===== src/rtl/lpdc_pkg.sv =====
// Shared constants for the lever press duration classifier.
`default_nettype none

package lpdc_pkg;

  localparam int unsigned SampleW  = 16;
  localparam int unsigned TickW    = 10;
  localparam int unsigned FlagW    = 4;
  localparam int unsigned StatusW  = 2;
  localparam int unsigned CfgIdxW  = 2;
  localparam int unsigned NumLeversDefault = 2;

  // Lever status codes.
  localparam logic [StatusW-1:0] ST_IDLE    = 2'd0;
  localparam logic [StatusW-1:0] ST_PUSHED  = 2'd1;
  localparam logic [StatusW-1:0] ST_POPPED  = 2'd2;
  localparam logic [StatusW-1:0] ST_TIMEOUT = 2'd3;

  // Event flag bits.
  localparam logic [FlagW-1:0] FL_SHORT     = 4'b0001;
  localparam logic [FlagW-1:0] FL_LONG      = 4'b0010;
  localparam logic [FlagW-1:0] FL_VLONG     = 4'b0100;
  localparam logic [FlagW-1:0] FL_POP       = 4'b1000;
  localparam logic [FlagW-1:0] FL_PRESS_ALL = 4'b0111;

  // Request kinds.
  localparam logic KIND_SCAN  = 1'b0;
  localparam logic KIND_CLEAR = 1'b1;

  // Configuration register indexes.
  localparam logic [CfgIdxW-1:0] REG_SHORT_THR = 2'd0;
  localparam logic [CfgIdxW-1:0] REG_LONG_THR  = 2'd1;
  localparam logic [CfgIdxW-1:0] REG_VLONG_THR = 2'd2;

  localparam logic [TickW-1:0] SHORT_THR_RESET = 10'd10;
  localparam logic [TickW-1:0] LONG_THR_RESET  = 10'd200;
  localparam logic [TickW-1:0] VLONG_THR_RESET = 10'd800;
  localparam logic [TickW-1:0] TICK_MAX        = 10'd1023;

endpackage

`default_nettype wire


===== src/rtl/lpdc_if.sv =====
// Valid/ready channel interfaces for requests, results and configuration writes.
`default_nettype none

interface lpdc_in_if;
  logic        valid;
  logic        ready;
  logic        kind;
  logic        lever_id;
  logic [15:0] sample;
  logic [3:0]  flag_mask;

  modport source (output valid, kind, lever_id, sample, flag_mask, input ready);
  modport sink   (input valid, kind, lever_id, sample, flag_mask, output ready);
endinterface

interface lpdc_out_if;
  logic        valid;
  logic        ready;
  logic [15:0] lever_value;
  logic [3:0]  event_flags;
  logic [1:0]  lever_status;
  logic        masked_all_set;

  modport source (output valid, lever_value, event_flags, lever_status, masked_all_set,
                  input ready);
  modport sink   (input valid, lever_value, event_flags, lever_status, masked_all_set,
                  output ready);
endinterface

interface lpdc_cfg_if;
  logic       valid;
  logic       ready;
  logic [1:0] reg_index;
  logic [9:0] data;

  modport source (output valid, reg_index, data, input ready);
  modport sink   (input valid, reg_index, data, output ready);
endinterface

`default_nettype wire


===== src/rtl/lever_press_duration_classifier.sv =====
// Lever press duration classifier: per-lever press timing, flags and status.
// A request moves from the input register to the result register when that is free.
// Throughput: one request per cycle while results are taken, set by the single
// read-modify-write of the per-lever state between the input and result registers.
// Reset (rst, synchronous, active high) clears all lever state to idle and zero and
// loads the thresholds with 10, 200 and 800 ticks.
`default_nettype none

module lever_press_duration_classifier #(
  parameter int unsigned NUM_LEVERS = lpdc_pkg::NumLeversDefault
) (
  input  wire         clk,
  input  wire         rst,
  lpdc_in_if.sink     in_ch,
  lpdc_out_if.source  out_ch,
  lpdc_cfg_if.sink    cfg_ch
);
  import lpdc_pkg::*;

  localparam int unsigned IdxW = (NUM_LEVERS > 1) ? $clog2(NUM_LEVERS) : 1;

  // Threshold registers. The user must write these only while the block is idle;
  // the block does not enforce it, and the write port is always ready.
  logic [TickW-1:0] short_thr;
  logic [TickW-1:0] long_thr;
  logic [TickW-1:0] vlong_thr;

  assign cfg_ch.ready = 1'b1;

  always_ff @(posedge clk) begin
    if (rst) begin
      short_thr <= SHORT_THR_RESET;
      long_thr  <= LONG_THR_RESET;
      vlong_thr <= VLONG_THR_RESET;
    end else if (cfg_ch.valid) begin
      unique case (cfg_ch.reg_index)
        REG_SHORT_THR: short_thr <= cfg_ch.data;
        REG_LONG_THR:  long_thr  <= cfg_ch.data;
        REG_VLONG_THR: vlong_thr <= cfg_ch.data;
        default: ;
      endcase
    end
  end

  // Input register stage. The stage moves on whenever the result register is
  // empty or its result is being taken, so a new request can enter every cycle.
  logic               in_valid;
  logic               in_kind;
  logic               in_lever;
  logic [SampleW-1:0] in_sample;
  logic [FlagW-1:0]   in_mask;
  logic               advance;

  logic               res_valid;

  assign advance     = !res_valid || out_ch.ready;
  assign in_ch.ready = !in_valid || advance;

  always_ff @(posedge clk) begin
    if (rst) begin
      in_valid <= 1'b0;
    end else if (in_ch.ready) begin
      in_valid <= in_ch.valid;
    end
  end

  always_ff @(posedge clk) begin
    if (in_ch.ready && in_ch.valid) begin
      in_kind   <= in_ch.kind;
      in_lever  <= in_ch.lever_id;
      in_sample <= in_ch.sample;
      in_mask   <= in_ch.flag_mask;
    end
  end

  // Per-lever state. It is written at the same edge as the result register, so
  // the next request already sees the updated context and needs no bypass.
  logic [SampleW-1:0] last_sample [NUM_LEVERS];
  logic [StatusW-1:0] press_status [NUM_LEVERS];
  logic [TickW-1:0]   press_ticks [NUM_LEVERS];
  logic [FlagW-1:0]   flag_bits [NUM_LEVERS];

  logic [IdxW-1:0]    idx;
  logic               id_ok;
  logic [SampleW-1:0] cur_sample;
  logic [StatusW-1:0] cur_status;
  logic [TickW-1:0]   cur_ticks;
  logic [FlagW-1:0]   cur_flags;

  logic [SampleW-1:0] sample_next;
  logic [StatusW-1:0] status_next;
  logic [TickW-1:0]   ticks_next;
  logic [FlagW-1:0]   flags_next;
  logic [TickW-1:0]   tick_inc;
  logic               do_step;

  assign idx     = IdxW'(in_lever);
  assign id_ok   = (32'(in_lever) < NUM_LEVERS);
  assign do_step = in_valid && advance;

  assign cur_sample = last_sample[idx];
  assign cur_status = press_status[idx];
  assign cur_ticks  = press_ticks[idx];
  assign cur_flags  = flag_bits[idx];

  always_comb begin
    sample_next = cur_sample;
    status_next = cur_status;
    ticks_next  = cur_ticks;
    flags_next  = cur_flags;
    tick_inc    = '0;

    if (in_kind == KIND_SCAN) begin
      // A changed reading either starts a new press or ends the current one.
      if (cur_sample != in_sample) begin
        sample_next = in_sample;
        if (in_sample != '0) begin
          status_next = ST_PUSHED;
          ticks_next  = '0;
          flags_next  = cur_flags & ~FL_PRESS_ALL;
        end else if (cur_ticks >= short_thr) begin
          status_next = ST_POPPED;
          flags_next  = cur_flags | FL_POP;
        end else begin
          status_next = ST_IDLE;
        end
      end

      // While held, count ticks (saturating) and raise one duration flag at most,
      // very long first, then long, then short.
      if (status_next == ST_PUSHED) begin
        tick_inc   = (ticks_next < TICK_MAX) ? ticks_next + 1'b1 : ticks_next;
        ticks_next = tick_inc;
        if (tick_inc == vlong_thr) begin
          flags_next = flags_next | FL_VLONG;
        end else if (tick_inc == long_thr) begin
          flags_next = flags_next | FL_LONG;
        end else if (tick_inc == short_thr) begin
          flags_next = flags_next | FL_SHORT;
        end
        if (tick_inc > vlong_thr) begin
          status_next = ST_TIMEOUT;
        end
      end
    end else begin
      flags_next = cur_flags & ~in_mask;
    end
  end

  always_ff @(posedge clk) begin
    if (rst) begin
      for (int i = 0; i < NUM_LEVERS; i++) begin
        last_sample[i]  <= '0;
        press_status[i] <= ST_IDLE;
        press_ticks[i]  <= '0;
        flag_bits[i]    <= '0;
      end
    end else if (do_step && id_ok) begin
      last_sample[idx]  <= sample_next;
      press_status[idx] <= status_next;
      press_ticks[idx]  <= ticks_next;
      flag_bits[idx]    <= flags_next;
    end
  end

  // Result register. An out-of-range lever gives zero value, flags and status.
  logic [SampleW-1:0] res_value;
  logic [FlagW-1:0]   res_flags;
  logic [StatusW-1:0] res_status;
  logic               res_all_set;
  logic [FlagW-1:0]   out_flags;

  assign out_flags = id_ok ? flags_next : '0;

  always_ff @(posedge clk) begin
    if (rst) begin
      res_valid <= 1'b0;
    end else if (advance) begin
      res_valid <= in_valid;
    end
  end

  always_ff @(posedge clk) begin
    if (do_step) begin
      res_value   <= id_ok ? sample_next : '0;
      res_flags   <= out_flags;
      res_status  <= id_ok ? status_next : ST_IDLE;
      res_all_set <= ((out_flags & in_mask) == in_mask);
    end
  end

  assign out_ch.valid          = res_valid;
  assign out_ch.lever_value    = res_value;
  assign out_ch.event_flags    = res_flags;
  assign out_ch.lever_status   = res_status;
  assign out_ch.masked_all_set = res_all_set;

endmodule

`default_nettype wire


===== src/flat_wrapper.sv =====
// flat-port wrapper written by rule: the top's interface ports become plain ports
module lever_press_duration_classifier_flat import lpdc_pkg::*;
#(
  parameter int unsigned NUM_LEVERS = lpdc_pkg::NumLeversDefault
)
  (clk, rst, in_ch_valid, in_ch_kind, in_ch_lever_id, in_ch_sample, in_ch_flag_mask, in_ch_ready, out_ch_valid, out_ch_lever_value, out_ch_event_flags, out_ch_lever_status, out_ch_masked_all_set, out_ch_ready, cfg_ch_valid, cfg_ch_reg_index, cfg_ch_data, cfg_ch_ready);
  lpdc_in_if in_ch_i ();
  lpdc_out_if out_ch_i ();
  lpdc_cfg_if cfg_ch_i ();
  input  wire clk;
  input  wire rst;
  input wire logic [$bits(in_ch_i.valid)-1:0] in_ch_valid;
  input wire logic [$bits(in_ch_i.kind)-1:0] in_ch_kind;
  input wire logic [$bits(in_ch_i.lever_id)-1:0] in_ch_lever_id;
  input wire logic [$bits(in_ch_i.sample)-1:0] in_ch_sample;
  input wire logic [$bits(in_ch_i.flag_mask)-1:0] in_ch_flag_mask;
  output wire logic [$bits(in_ch_i.ready)-1:0] in_ch_ready;
  output wire logic [$bits(out_ch_i.valid)-1:0] out_ch_valid;
  output wire logic [$bits(out_ch_i.lever_value)-1:0] out_ch_lever_value;
  output wire logic [$bits(out_ch_i.event_flags)-1:0] out_ch_event_flags;
  output wire logic [$bits(out_ch_i.lever_status)-1:0] out_ch_lever_status;
  output wire logic [$bits(out_ch_i.masked_all_set)-1:0] out_ch_masked_all_set;
  input wire logic [$bits(out_ch_i.ready)-1:0] out_ch_ready;
  input wire logic [$bits(cfg_ch_i.valid)-1:0] cfg_ch_valid;
  input wire logic [$bits(cfg_ch_i.reg_index)-1:0] cfg_ch_reg_index;
  input wire logic [$bits(cfg_ch_i.data)-1:0] cfg_ch_data;
  output wire logic [$bits(cfg_ch_i.ready)-1:0] cfg_ch_ready;
  assign in_ch_i.valid = in_ch_valid;
  assign in_ch_i.kind = in_ch_kind;
  assign in_ch_i.lever_id = in_ch_lever_id;
  assign in_ch_i.sample = in_ch_sample;
  assign in_ch_i.flag_mask = in_ch_flag_mask;
  assign in_ch_ready = in_ch_i.ready;
  assign out_ch_valid = out_ch_i.valid;
  assign out_ch_lever_value = out_ch_i.lever_value;
  assign out_ch_event_flags = out_ch_i.event_flags;
  assign out_ch_lever_status = out_ch_i.lever_status;
  assign out_ch_masked_all_set = out_ch_i.masked_all_set;
  assign out_ch_i.ready = out_ch_ready;
  assign cfg_ch_i.valid = cfg_ch_valid;
  assign cfg_ch_i.reg_index = cfg_ch_reg_index;
  assign cfg_ch_i.data = cfg_ch_data;
  assign cfg_ch_ready = cfg_ch_i.ready;
  lever_press_duration_classifier #(.NUM_LEVERS(NUM_LEVERS)) u_core (.clk(clk), .rst(rst), .in_ch(in_ch_i), .out_ch(out_ch_i), .cfg_ch(cfg_ch_i));
endmodule

===== config.mk =====
export PLATFORM = sky130hd
export DESIGN_NAME = lever_press_duration_classifier_flat
export DESIGN_NICKNAME = d
export VERILOG_FILES = /design/src/rtl/lpdc_pkg.sv /design/src/rtl/lpdc_if.sv /design/src/rtl/lever_press_duration_classifier.sv /design/src/flat_wrapper.sv
export SDC_FILE = /design/constraint.sdc
export NUM_CORES = 1
export LEC_CHECK = 0
export BUFFER_PORTS_ARGS = -buffer_cell sky130_fd_sc_hd__buf_2
export CAP_MARGIN = 0
export CORE_MARGIN = 2
export CORE_UTILIZATION = 60
export CTS_CLUSTER_SIZE = 10
export DETAILED_ROUTE_END_ITERATION = 7
export PLACE_DENSITY_LB_ADDON = 0.25
export RECOVER_POWER = 25
export SLEW_MARGIN = 20
export SYNTH_ARGS = -nofsm -noshare
export SYNTH_HDL_FRONTEND = slang
export SYNTH_SLANG_ARGS = --single-unit

===== constraint.sdc =====
create_clock -name clk -period 5.3 [get_ports clk]
set_clock_uncertainty 0.05 [all_clocks]
set_input_delay 0 -clock clk [delete_from_list [all_inputs] [get_ports clk]]
set_output_delay 0 -clock clk [all_outputs]
set_load 0.005 [all_outputs]

==> results of run 1 <==
-- synthesized netlist by cell type (all sizes together) (7+ instances only) --
cell type,instances
a21oi,51
and2,10
xor2,9
mux2i,32
a211o,8
buf,8
nor3,9
nor4,12
o21a,7
nand2,63
ha,20
edfxtp,109
dfxtp,33
inv,49
nand2b,8
mux2,14
clkbuf,22
a31oi,9
xnor2,17
nor2,116
o21ai,25
nand4,7
-- repair_timing --
action,CTS,global route
endpoints found under the setup margin,0,0
hold endpoints to repair,55,0
hold buffers,35,0
buffers inserted,0,0
-- stage by stage --
step	cell area, µm²	cells
finish	8900	1008
global route	8900	1008
CTS	8920	1008
detailed placement	7980	942
global placement	7980	942
floorplan	7510	729
-- how the worst max path moves through the flow --
stage,endpoint,depth (start not counted),startpoint,slack (ns)
after floorplan,u_core.press_status[0][1],20,flip-flop,1.22
after global placement,u_core.press_status[0][1],15,flip-flop,0.76
after detailed placement,u_core.press_status[1][1],16,flip-flop,0.65
after CTS,u_core.press_status[0][1],16,flip-flop,0.62
after global routing,u_core.press_status[0][1],16,flip-flop,0.19
final,u_core.press_status[0][1],15,flip-flop,0.54
-- flip-flops by register name (all words and copies together) (netlist names), 2 cells and up, named ones only --
name and flops:
u_core.press_status 4, u_core.out_ch.lever_value 16, u_core.long_thr 10, u_core.vlong_thr 10, u_core.out_ch.lever_status 2, u_core.press_ticks 20
u_core.in_mask 4, u_core.short_thr 10, u_core.last_sample 32, u_core.flag_bits 8, u_core.out_ch.event_flags 4, u_core.in_sample 16
-- kinds of logic (layout without fill, tap and decap cells) --
group                      count (synthesis)  in the layout  synth area share, %
and+or+nand+nor                          264            264                 17.0
buffers and inverters                     79            190                 4.55
DFF                                      142            142                 52.4
muxes                                     46             46                 6.51
xor gates and xnor gates                  26             26                 3.03
AOI/OAI and AO/OA                        151            151                 13.2
other                                      1              1               0.0499
adders and majority gates                 20             20                 3.33
-- per-layer routing --
metal	up-vias	track usage (%)	part of all wire, %
met3	34	6.38	7.9
met1	2972	44.8	43
met2	284	49.7	47
li1	2839	-	-
met5	-	0	0
met4	0	10.7	2.1
-- area by class of cell --
| type | count | area, µm² |
|---|---|---|
| flip-flops and latches | 142 | 3940 |
| multi-input cells | 508 | 3240 |
| fillers | 851 | 3210 |
| repair buffers | 110 | 742 |
| clock buffers | 17 | 425 |
| well taps | 168 | 210 |
| inverters | 49 | 184 |
| clock inverters | 14 | 166 |
-- power by group --
part | internal [mW] | total (mW) | leakage (nW) | switching, mW
combinational | 0.132 | 0.326 | 1.89 | 0.194
sequential | 1.26 | 1.30 | 1.37 | 0.0409
clock | 0.738 | 1.20 | 0.286 | 0.463
total | 2.13 | 2.83 | 3.55 | 0.697
-- worst register-to-register path, stage by stage (launching register included) --
cell and delay, ns:
dfxtp_2 0.68, buf_4 0.49, nand3_1 0.28, a22oi_1 0.61, nor2_1 0.12, o22a_1 0.33, nor2_1 0.34, ha_1 0.31
o21a_1 0.11, o21a_1 0.16, o21a_1 0.16, o21a_1 0.16, o211ai_1 0.17, a21oi_1 0.08, o21ai_0 0.32, a21oi_1 0.12
==> qor.yml, run 1 <==
yosysTopAreaCellShare_pct: 43.6
dr_total_vias: 6129
first_iter_violations: 691
io_buffers: 63
ios: 65
dr.pass1.iters: 5
grt_pass1_wl_mm: 31.8
period_share_pct: 89.8
crit_required_ns: 5.40
cts_resized: 0
rsz0062_at_grt: "no"
worstMarginPinSlew_ns: 2.08
drt.antenna.violating_nets: 0
min-delay-start: "rst"
synth_ff_type: "edfxtp_1"
drive_gt1_share_pct: 13.7
end_kind: "flip-flop"
die_y_um: 116
timing.fmax_ghz: 0.210
crit_chain: "buf_4 -> nand3_1 -> a22oi_1 -> nor2_1 -> o22a_1 -> nor2_1 -> ha_1 -> o21a_1 -> o21a_1 -> o21a_1 -> o21a_1 -> o211ai_1 -> a21oi_1 -> o21ai_0 -> a21oi_1"
nets: 887
cts_made_buffers: 17
worstHoldEndpoint: "u_core.in_valid"
synthCells: 729
cts_tree: "yes"
path_delay_family: "compound AO/OA/AOI/OAI gates"
core_mm2: 0.0121
crit_buf_inv: 1
fin_util_pct: 73.5
critPathSlowestCell: "dfxtp_2"
postSynthAreaPerCell_um2: 10.3
track_usage_pct: 31.8
grt_max_degree: 37
vias_per_cell: 6.08
mostFrequentLayoutCells: "nor2_1 (116), edfxtp_1 (109), nand2_1 (63)"
min_path_type: "input port to flip-flop"
die_area_mm2: 0.0134
start_util_pct: 62.0
criticalPathCategory: "flip-flop to flip-flop"
yosys-top-cells-area: "edfxtp_1 (44%), dfxtp_1 (8.8%), nor2_1 (5.8%)"
max-vdd-ir-drop_v: 0.000258
cp_max_fo: 34
yosysSeqAreaShare_pct: 52.4
chipWidth_um: 116
crit_top_cell: "o21a_1"
holdWs_ns: 0.0307
worst_r2r_path_depth: 15
ys_types: 66
diodes: 0
insertion_delay_ns: 0.42
gp_congestion: 0.986
maxSlewViolCount: 20
clkTransAtPathRegs_ns: 0.06
num_rows: 40
drv_cap: 1
whs_path_depth: 2
finalWirelength_mm: 20.1
slowest_delay_ns: 0.68
cts_root_buffer: "clkbuf_16"
wire_per_inst_um: 19.9
cp_data_arrival_time_ns: 4.86
cts_max_level: 4
p_leak_nw: 3.55
min_period_ns: 4.76
synthArstFlopShare_pct: 0
finalWorstSetupSlack_ns: 0.539
violations: "max-capacitance violations, max-slew violations"
synth_edf_count: 109
cts_buffer_depth: 2
final.setup.tns_ns: 0
r2r_slack_ns: 0.54
reg2reg_to: "u_core.press_status[0][1]"
antenna_found_initial: 0
gr-total-overflow: 0
syn_nets: 788
outcome: "finished with violations"
final_common_cell: "nor2_1"
ys_ff_latch: 142
hold_violations: 0
ys.warnings.count: 0
synth.cell_area_mm2: 0.00751
cts_sinks: 142
place_ws_ns: 0.651
powerDensity_mw_per_mm2: 318
grt_pass1_vias: 5976
cp-start-kind: "flip-flop"
drc: 0
dpl.hpwl_mm: 13.7
finalPower_mw: 2.83
synth_top_cell_by_area: "edfxtp_1"
finalSetupViolCount: 0
syn2layout_area_growth_pct: 18.5
slew_headroom_pct: -39.0
Power figures use the tool's default switching activity.
==> run 2, diff against run 1 <==
- PLACE_DENSITY: unset -> 0.8
- PLACE_DENSITY_LB_ADDON: 0.25 -> unset
==> run 2 against run 1 <==
The flow still finishes with violations (max-capacitance violations, max-slew violations). Clock power down 7%. Non-clock buffer count unchanged. Die area unchanged. Total power down 2.6%. Combinational power about the same. First-iteration DRC count down 3.6%. Utilization down 0.35 points. Clock-buffer cell count up 2. Largest cell class unchanged. Highest routed layer unchanged.
==> qor.yml, run 2 (synthesized netlist as in run 1, its figures left out) <==
end_kind: "flip-flop"  # unchanged
grt_pass1_wl_mm: 32.0  # was 31.8 mm
chipWidth_um: 116  # unchanged
min_period_ns: 5.08  # was 4.76 ns
crit_top_cell: "o21a_1"  # unchanged
cts_max_level: 4  # unchanged
p_leak_nw: 3.52  # was 3.55 nW
final.setup.tns_ns: 0  # unchanged
mostFrequentLayoutCells: "nor2_1 (116), edfxtp_1 (109), nand2_1 (63)"  # unchanged
met1Wirelength_mm: 8.60  # about the same
finalSetupViolCount: 0  # unchanged
gp_congestion: 0.982  # was 0.986
core_mm2: 0.0121  # unchanged
gr-total-overflow: 0  # unchanged
highest_layer: "met4"  # unchanged
drt.antenna.violating_nets: 0  # unchanged
cts_made_buffers: 17  # unchanged
rsz0062_at_grt: "no"  # unchanged
worstMarginPinSlew_ns: 2.09  # was 2.08 ns
insertion_delay_ns: 0.43  # was 0.42 ns
cts_tree: "yes"  # unchanged
syn2layout_area_growth_pct: 17.9  # was 18.5%
finalWirelength_mm: 20.4  # was 20.1 mm
cts_setup_buffers: 0  # unchanged
slew_headroom_pct: -39.9  # was -39.0%
first_iter_violations: 666  # was 691
cp-start-kind: "flip-flop"  # unchanged
timing.fmax_ghz: 0.197  # was 0.210 GHz
violations: "max-capacitance violations, max-slew violations"  # unchanged
track_usage_pct: 32.0  # was 31.8%
stdcell_count: 1010  # was 1,008
cp_max_fo: 22  # was 34
cts_buffer_depth: 2  # unchanged
hold_violations: 0  # unchanged
dr_wl_met2_mm: 9.38  # was 9.49 mm
clkTransAtPathRegs_ns: 0.06  # about the same
ios: 65  # unchanged
cts_resized: 0  # unchanged
die_area_mm2: 0.0134  # unchanged
die_y_um: 116  # unchanged
slowest_delay_ns: 0.77  # was 0.68 ns
largest_register_ffs: 32  # unchanged
period_share_pct: 95.8  # was 89.8%
final_common_cell: "nor2_1"  # unchanged
critPathSlowestCell: "dfxtp_2"  # unchanged
drc: 0  # unchanged
cp_data_arrival_time_ns: 5.19  # was 4.86 ns
criticalPathCategory: "flip-flop to flip-flop"  # unchanged
max-vdd-ir-drop_v: 0.000407  # was 0.000258 V
start_util_pct: 62.0  # unchanged
maxSlewViolCount: 20  # unchanged
dr.pass1.iters: 6  # was 5
dr_wl_met3_mm: 1.86  # was 1.59 mm
grt_max_degree: 37  # unchanged
antenna_found_initial: 1  # was 0
wire_per_inst_um: 20.2  # was 19.9 µm
outcome: "finished with violations"  # unchanged
powerDensity_mw_per_mm2: 311  # was 318 mW/mm²
vias_per_cell: 6.09  # was 6.08
dp_cells: 942  # unchanged
fin_util_pct: 73.2  # was 73.5%
num_rows: 40  # unchanged
top_register: "u_core.last_sample"  # unchanged
dr_total_vias: 6154  # was 6,129
cts_root_buffer: "clkbuf_16"  # unchanged
cts_sinks: 142  # unchanged
crit_required_ns: 5.41  # was 5.40 ns
drive_gt1_share_pct: 13.8  # was 13.7%
min_path_type: "input port to flip-flop"  # unchanged
dpl.hpwl_mm: 13.9  # was 13.7 mm
finalPower_mw: 2.75  # was 2.83 mW
drv_cap: 1  # unchanged
grt_pass1_vias: 6018  # was 5,976
holdWs_ns: 0.0376  # was 0.0307 ns
reg.largest.list: "u_core.last_sample x32, u_core.press_ticks x20"  # unchanged
io_buffers: 63  # unchanged
nets: 887  # unchanged
crit_chain: "buf_4 -> buf_4 -> mux2i_1 -> nor2_1 -> o21ai_0 -> o22a_1 -> nor2_1 -> ha_1 -> o21a_1 -> o21a_1 -> o21a_1 -> o21a_1 -> o211ai_1 -> a21oi_1 -> o21ai_0 -> a21oi_1"  # was buf_4 -> nand3_1 -> a22oi_1 -> nor2_1 -> o22a_1 -> nor2_1 -> ha_1 -> o21a_1 -> o21a_1 -> o21a_1 -> o21a_1 -> o211ai_1 -> a21oi_1 -> o21ai_0 -> a21oi_1
==> run 2: per-stage QoR <==
step	worst slack, ns	area, µm²
after floorplan	1.22	7510
after global placement	0.499	7980
after detailed placement	0.350	7980
after CTS	0.351	8870
after global routing	0.0824	8860
final	0.222	8860
==> run 2: per-layer routing <==
metal / GRT usage (%) / vias up
met4: 12.3 / 0
met5: 0 / -
met1: 44.8 / 2934
met3: 7.17 / 48
li1: - / 2841
met2: 49.0 / 331
==> run 2: path summary, 6_finish.rpt <==
check / start / to / slack [ns] / depth (start not counted)
worst max-delay path: flip-flop / u_core.press_status[1][1] / 0.22 / 16
worst min-delay path: rst / u_core.short_thr[2] / 0.04 / 2
worst max register to register: flip-flop / u_core.press_status[1][1] / 0.22 / 16
worst min register to register: u_core.vlong_thr[6] / u_core.vlong_thr[6] / 0.41 / 2
==> run 2: critical path, delay by kind of cell (launching register included) <==
family / cells / cell delay, ns
muxes: 1 / 0.64
buffers and inverters: 2 / 0.59
AOI/OAI and AO/OA: 10 / 1.96
adders and majority gates: 1 / 0.34
and+or+nand+nor: 2 / 0.43
DFF: 1 / 0.77
==> run 2: area by class of cell <==
class / instances / area [µm²]
tap: 168 / 210
multi-input combinational: 508 / 3240
sequential: 142 / 3940
clock inverter: 13 / 113
inverter: 49 / 184
antenna: 1 / 2.50
clock buffer: 19 / 433
timing repair buffer: 110 / 743
fill: 840 / 3250
==> run 2: timing repair <==
action	CTS	global route
hold endpoints to repair	55	0
setup endpoints to repair	0	0
hold buffers	35	0
==> run 2: report_power, final <==
part / internal, mW / total [mW] / switching (mW)
Clock: 0.644 / 1.12 / 0.477
Combinational: 0.133 / 0.329 / 0.195
Sequential: 1.26 / 1.30 / 0.0430
